<file path="src/rtl/core/srt_ram.sv">
module srt_ram #(
	parameter int DEPTH  = 64,
	parameter int DATA_W = 64,
	parameter int ADDR_W = $clog2(DEPTH)
) (
	input  logic              clk,
	input  logic              wr_en,
	input  logic [ADDR_W-1:0] wr_addr,
	input  logic [DATA_W-1:0] wr_data,
	input  logic              rd_en,
	input  logic [ADDR_W-1:0] rd_addr,
	output logic [DATA_W-1:0] rd_data
);

	logic [DATA_W-1:0] mem_q [DEPTH];

	// Write port
	always_ff @(posedge clk) begin
		if (wr_en) begin
			mem_q[wr_addr] <= wr_data;
		end
	end

	// Registered read port
	always_ff @(posedge clk) begin
		if (rd_en) begin
			rd_data <= mem_q[rd_addr];
		end
	end

endmodule

</file>
<file path="config.mk">
export PLATFORM = sky130hd
export DESIGN_NAME = srt_ram
export DESIGN_NICKNAME = d
export VERILOG_FILES = /design/src/rtl/core/srt_ram.sv
export SDC_FILE = /design/constraint.sdc
export NUM_CORES = 2
export LEC_CHECK = 0
export BUFFER_PORTS_ARGS = -buffer_cell sky130_fd_sc_hd__buf_2
export CAP_MARGIN = 20
export CORE_MARGIN = 3
export CORE_UTILIZATION = 44
export DETAILED_ROUTE_END_ITERATION = 8
export GPL_TIMING_DRIVEN = 0
export PLACE_DENSITY_LB_ADDON = 0.15
export RECOVER_POWER = 100
export SLEW_MARGIN = 20
export SYNTH_ARGS = -nofsm -noshare
export SYNTH_HDL_FRONTEND = slang
export SYNTH_SLANG_ARGS = --single-unit
</file>
<file path="constraint.sdc">
create_clock -name clk -period 8.56 [get_ports clk]
set_input_delay 0.856 -clock clk [delete_from_list [all_inputs] [get_ports clk]]
set_output_delay 0.856 -clock clk [all_outputs]
set_load 0.05 [all_outputs]
</file>
* Word-level counts from Yosys, hierarchy flattened *
Memories as Yosys holds them, arrays and structs flattened. A register that Yosys moved wholly into a read port is not among the register bits.
Cells that the tools add are included.

storage, ports and cells
  flip-flop bits (word level) = 0
  bits in writable memories = 4096
  bits of input ports = 79
  output and inout port bits = 64
  logic and storage cells = 3
  memories kept = 1

cells by class
  muxes and demuxes = 2

memory list
  memory  words  bits a word  rd ports  clocked after Yosys merged registers in  wr ports  line  RTL
  mem_q   64     64           1         1                                        1         15    logic [DATA_W-1:0] mem_q [DEPTH];

operators with widths
  kind              count
  1-bit 2-to-1 mux  2

* Longest topological paths before layout *
  word-level depth = 2
  depth in mapped cells = 9

* Worst setup path before layout *
Ideal clock, no wire load.

  kind = input to register
  start = input wr_addr[3]
  end = memory mem_q[48][0], enable pin
  arrival time = 5728 ps
  data required time = 7996 ps
  slack = 2268 ps
  cell stages on the path = 4
  cells stage by stage = clkbuf_1 nor2b_1 nand4b_1 nor3_1

RTL lines
  item             line  RTL
  start, declared  8     input logic [ADDR_W-1:0] wr_addr,
  end, declared    15

No word-level cell before the write port.

* Final worst setup path *
  start = input wr_addr[3]
  end = memory mem_q[50][29], enable pin

No word-level cell before the write port.

==> impl_metrics.json <==
{
  "root_buffer": "clkbuf_16",
  "cts_hold_buffers": 0,
  "cts.sinks": 4160,
  "synth_cell_types": 32,
  "grt_pass1_vias": 76800,
  "synth_seq_cells": 4160,
  "first_iter_violations": 9804,
  "final_common_cell": "edfxtp_1",
  "crit_type": "primary input to register",
  "grt_max_degree": 65,
  "whs_ns": 0.664,
  "yosysSeqAreaShare_pct": 79.6,
  "hold_class": "primary input to register",
  "layout_common_cells": "4160 x edfxtp_1, 1024 x mux4_2, 620 x clkbuf_1",
  "power_density_nw_per_um2": 243,
  "drc": 0,
  "drive_gt1_share_pct": 24.4,
  "tns_ns": 0,
  "synth_ff_type": "edfxtp_1",
  "hold_depth": 3,
  "status": "complete, but fails checks",
  "cts_tree": "yes",
  "ios": 143,
  "core_sq_um": 354000,
  "gr-total-overflow": 0,
  "endpoint_kind": "register",
  "avgViaCountPerCell": 6.04,
  "regArea_sq_um": 125000,
  "area_growth_pct": 13.7,
  "r2r_end": "rd_data[52]",
  "finalNetCount": 7513,
  "clk_latency_ns": 0.95,
  "timing.slew.headroom_pct": -144,
  "violations": "capacitance limit, slew limit",
  "finalHoldViolCount": 0,
  "r2r_start": "mem_q[51][52]",
  "fp.dieW_um": 603,
  "synth_area_per_cell_sq_um": 23.8,
  "finalSetupViolCount": 0,
  "syn_inst": 6598,
  "grt.total_usage_pct": 24.5,
  "finalCoreUtilization_pct": 50.4,
  "worst_pin_slew_ns": 3.65,
  "skew_ns": 0.0460,
  "cpPeakStageDelay_ns": 1.23,
  "arrival_ns": 6.82,
  "io_buffers": 134,
  "die-area_sq_um": 364000,
  "post_cts_buffers": 0,
  "hp-start": "wr_addr[0]",
  "period_needed_ns": 6.27,
  "h-tree-depth": 5,
  "critical_path.cell_chain": "clkbuf_1 -> nor2b_1 -> nand4b_1 -> nor2_1 -> clkbuf_1 -> clkbuf_1 -> clkbuf_1 -> clkbuf_1",
  "fillerInstances": 28300,
  "via_count": 75700,
  "die_h_um": 603,
  "clk_path_buf_depth": 4,
  "wire_per_inst_um": 35.8,
  "path_delay_family": "buffers and inverters",
  "rrSetupSlack_ns": 5.54,
  "setup.worst_path.start_class": "primary input",
  "cp_num_buf_inv": 5,
  "synth_edf_count": 4160,
  "cap_violations": 159,
  "rsz0062_at_grt": "no",
  "grt_pass1_wl_um": 619000,
  "worst-r2r-cell-count": 5,
  "post-route-period-util_pct": 73.2,
  "critPathMaxFanout": 19,
  "synthesis.area_sq_um": 157000,
  "p_leak_nw": 55.0,
  "hpwl_um": 305000,
  "hold_end": "mem_q[51][2]",
  "antenna_found_initial": 45,
  "cp.required_ns": 9.12,
  "yosysWarnings": 0,
  "clk_pin_slew_ns": 0.06,
  "cts_resized": 0,
  "synthArstFlopShare_pct": 0,
  "multi_input_area_sq_um": 30300,
  "worst_ir_drop_vdd_mv": 0.160,
  "crit_top_cell": "clkbuf_1",
  "final_antenna_net_count": 0,
  "cts_buffers": 428,
  "finalMaxSlewViolations": 5424,
  "gp_congestion": 0.810,
  "routed_wl_um": 448000,
  "syn_nets": 6677,
  "crit_slowest_cell": "clkbuf_1",
  "start_util_pct": 44.3,
  "drtPass1Iterations": 6,
  "clock.fmax_ghz": 0.160,
  "fp-row-count": 218
}
## synth_stat cells, drive strengths merged (2+ instances only)
master,number,share of area [%]
nand2,58,0.14
edfxtp,4160,80
inv,19,0.045
or3,29,0.12
nor3,2,0.0064
a2bb2oi,19,0.11
and2,3,0.012
a22o,88,0.49
nand2b,11,0.044
nand3,45,0.14
o221ai,38,0.21
clkbuf,140,0.33
and3,64,0.26
nand3b,2,0.0096
nor2b,28,0.11
a22oi,168,0.80
buf,230,0.80
nand4,2,0.0080
mux4,1024,15
o22ai,83,0.33
mux2i,135,0.86
a41oi,26,0.15
or2,28,0.11
nor2,112,0.27
a211oi,63,0.30
a31oi,18,0.072
## power by group
group / total (mW) / switching (mW) / internal (mW) / leakage (nW)
Clock: 18.4 / 7.74 / 10.6 / 6.73
Combinational: 2.28 / 1.59 / 0.687 / 10.8
Sequential: 22.7 / 0.0414 / 22.7 / 37.5
Total: 43.3 / 9.37 / 34.0 / 55.0
## logic make-up (layout without fill, tap and decap cells)
| group | after synthesis | after routing | synth area share, % |
|---|---|---|---|
| and+or+nand+nor | 386 | 386 | 1.23 |
| buffers and inverters | 389 | 1587 | 1.18 |
| DFF | 4160 | 4160 | 79.6 |
| AOI/OAI and AO/OA | 504 | 504 | 2.47 |
| other | 0 | 12 | 0 |
| muxes | 1159 | 1159 | 15.6 |
## state kept, by name (all words and copies together), names as in the netlist
| register | flops |
|---|---|
| mem_q | 4096 |
| rd_data | 64 |
## cell type report
| class | instances | share of cell area, % |
|---|---|---|
| plain buffers | 370 | 0.992 |
| clock inverters | 272 | 1.43 |
| diodes | 12 | 0.0168 |
| flip-flops and latches | 4160 | 70.0 |
| clock buffers | 520 | 6.28 |
| repair buffers | 406 | 0.931 |
| inverters | 19 | 0.0400 |
| multi-input cells | 2049 | 17.0 |
| well taps | 4730 | 3.32 |
## layer usage
layer	global-route usage [%]	part of all wire [%]
met5	0	0.0091
met1	34.8	40
met2	39.5	48
met4	6.56	3.2
met3	4.19	8.6
## how the worst max path moves through the flow
stage                          start  depth (start not counted)            end
after detailed placement  rd_addr[2]                          9     rd_data[7]
after CTS                 rd_addr[2]                          9     rd_data[7]
after global placement    wr_addr[3]                          4  mem_q[48][35]
after floorplan           wr_addr[3]                          4   mem_q[48][0]
final                     wr_addr[3]                          8  mem_q[50][29]
after global routing      wr_addr[3]                          8  mem_q[50][41]
## worst reg2reg max path, delay by kind of cell (launching register included)
kind | cells | cell delay, ns
compound gates | 3 | 1.58
flops | 1 | 0.36
mux | 2 | 0.70
## through the flow
step	setup WS (ns)	instance area [sq um]	power (mW)	instances
4_1_cts	4.26	184000	43.7	12500
6_report	2.29	178000	43.3	12500
5_1_grt	2.16	178000	44.6	12500
2_1_floorplan	2.27	157000	24.2	6598
3_5_place_dp	3.22	170000	25.4	11700
3_3_place_gp	-4.60	164000	25.4	11500
Note: power is estimated with default switching activity, not from simulation.
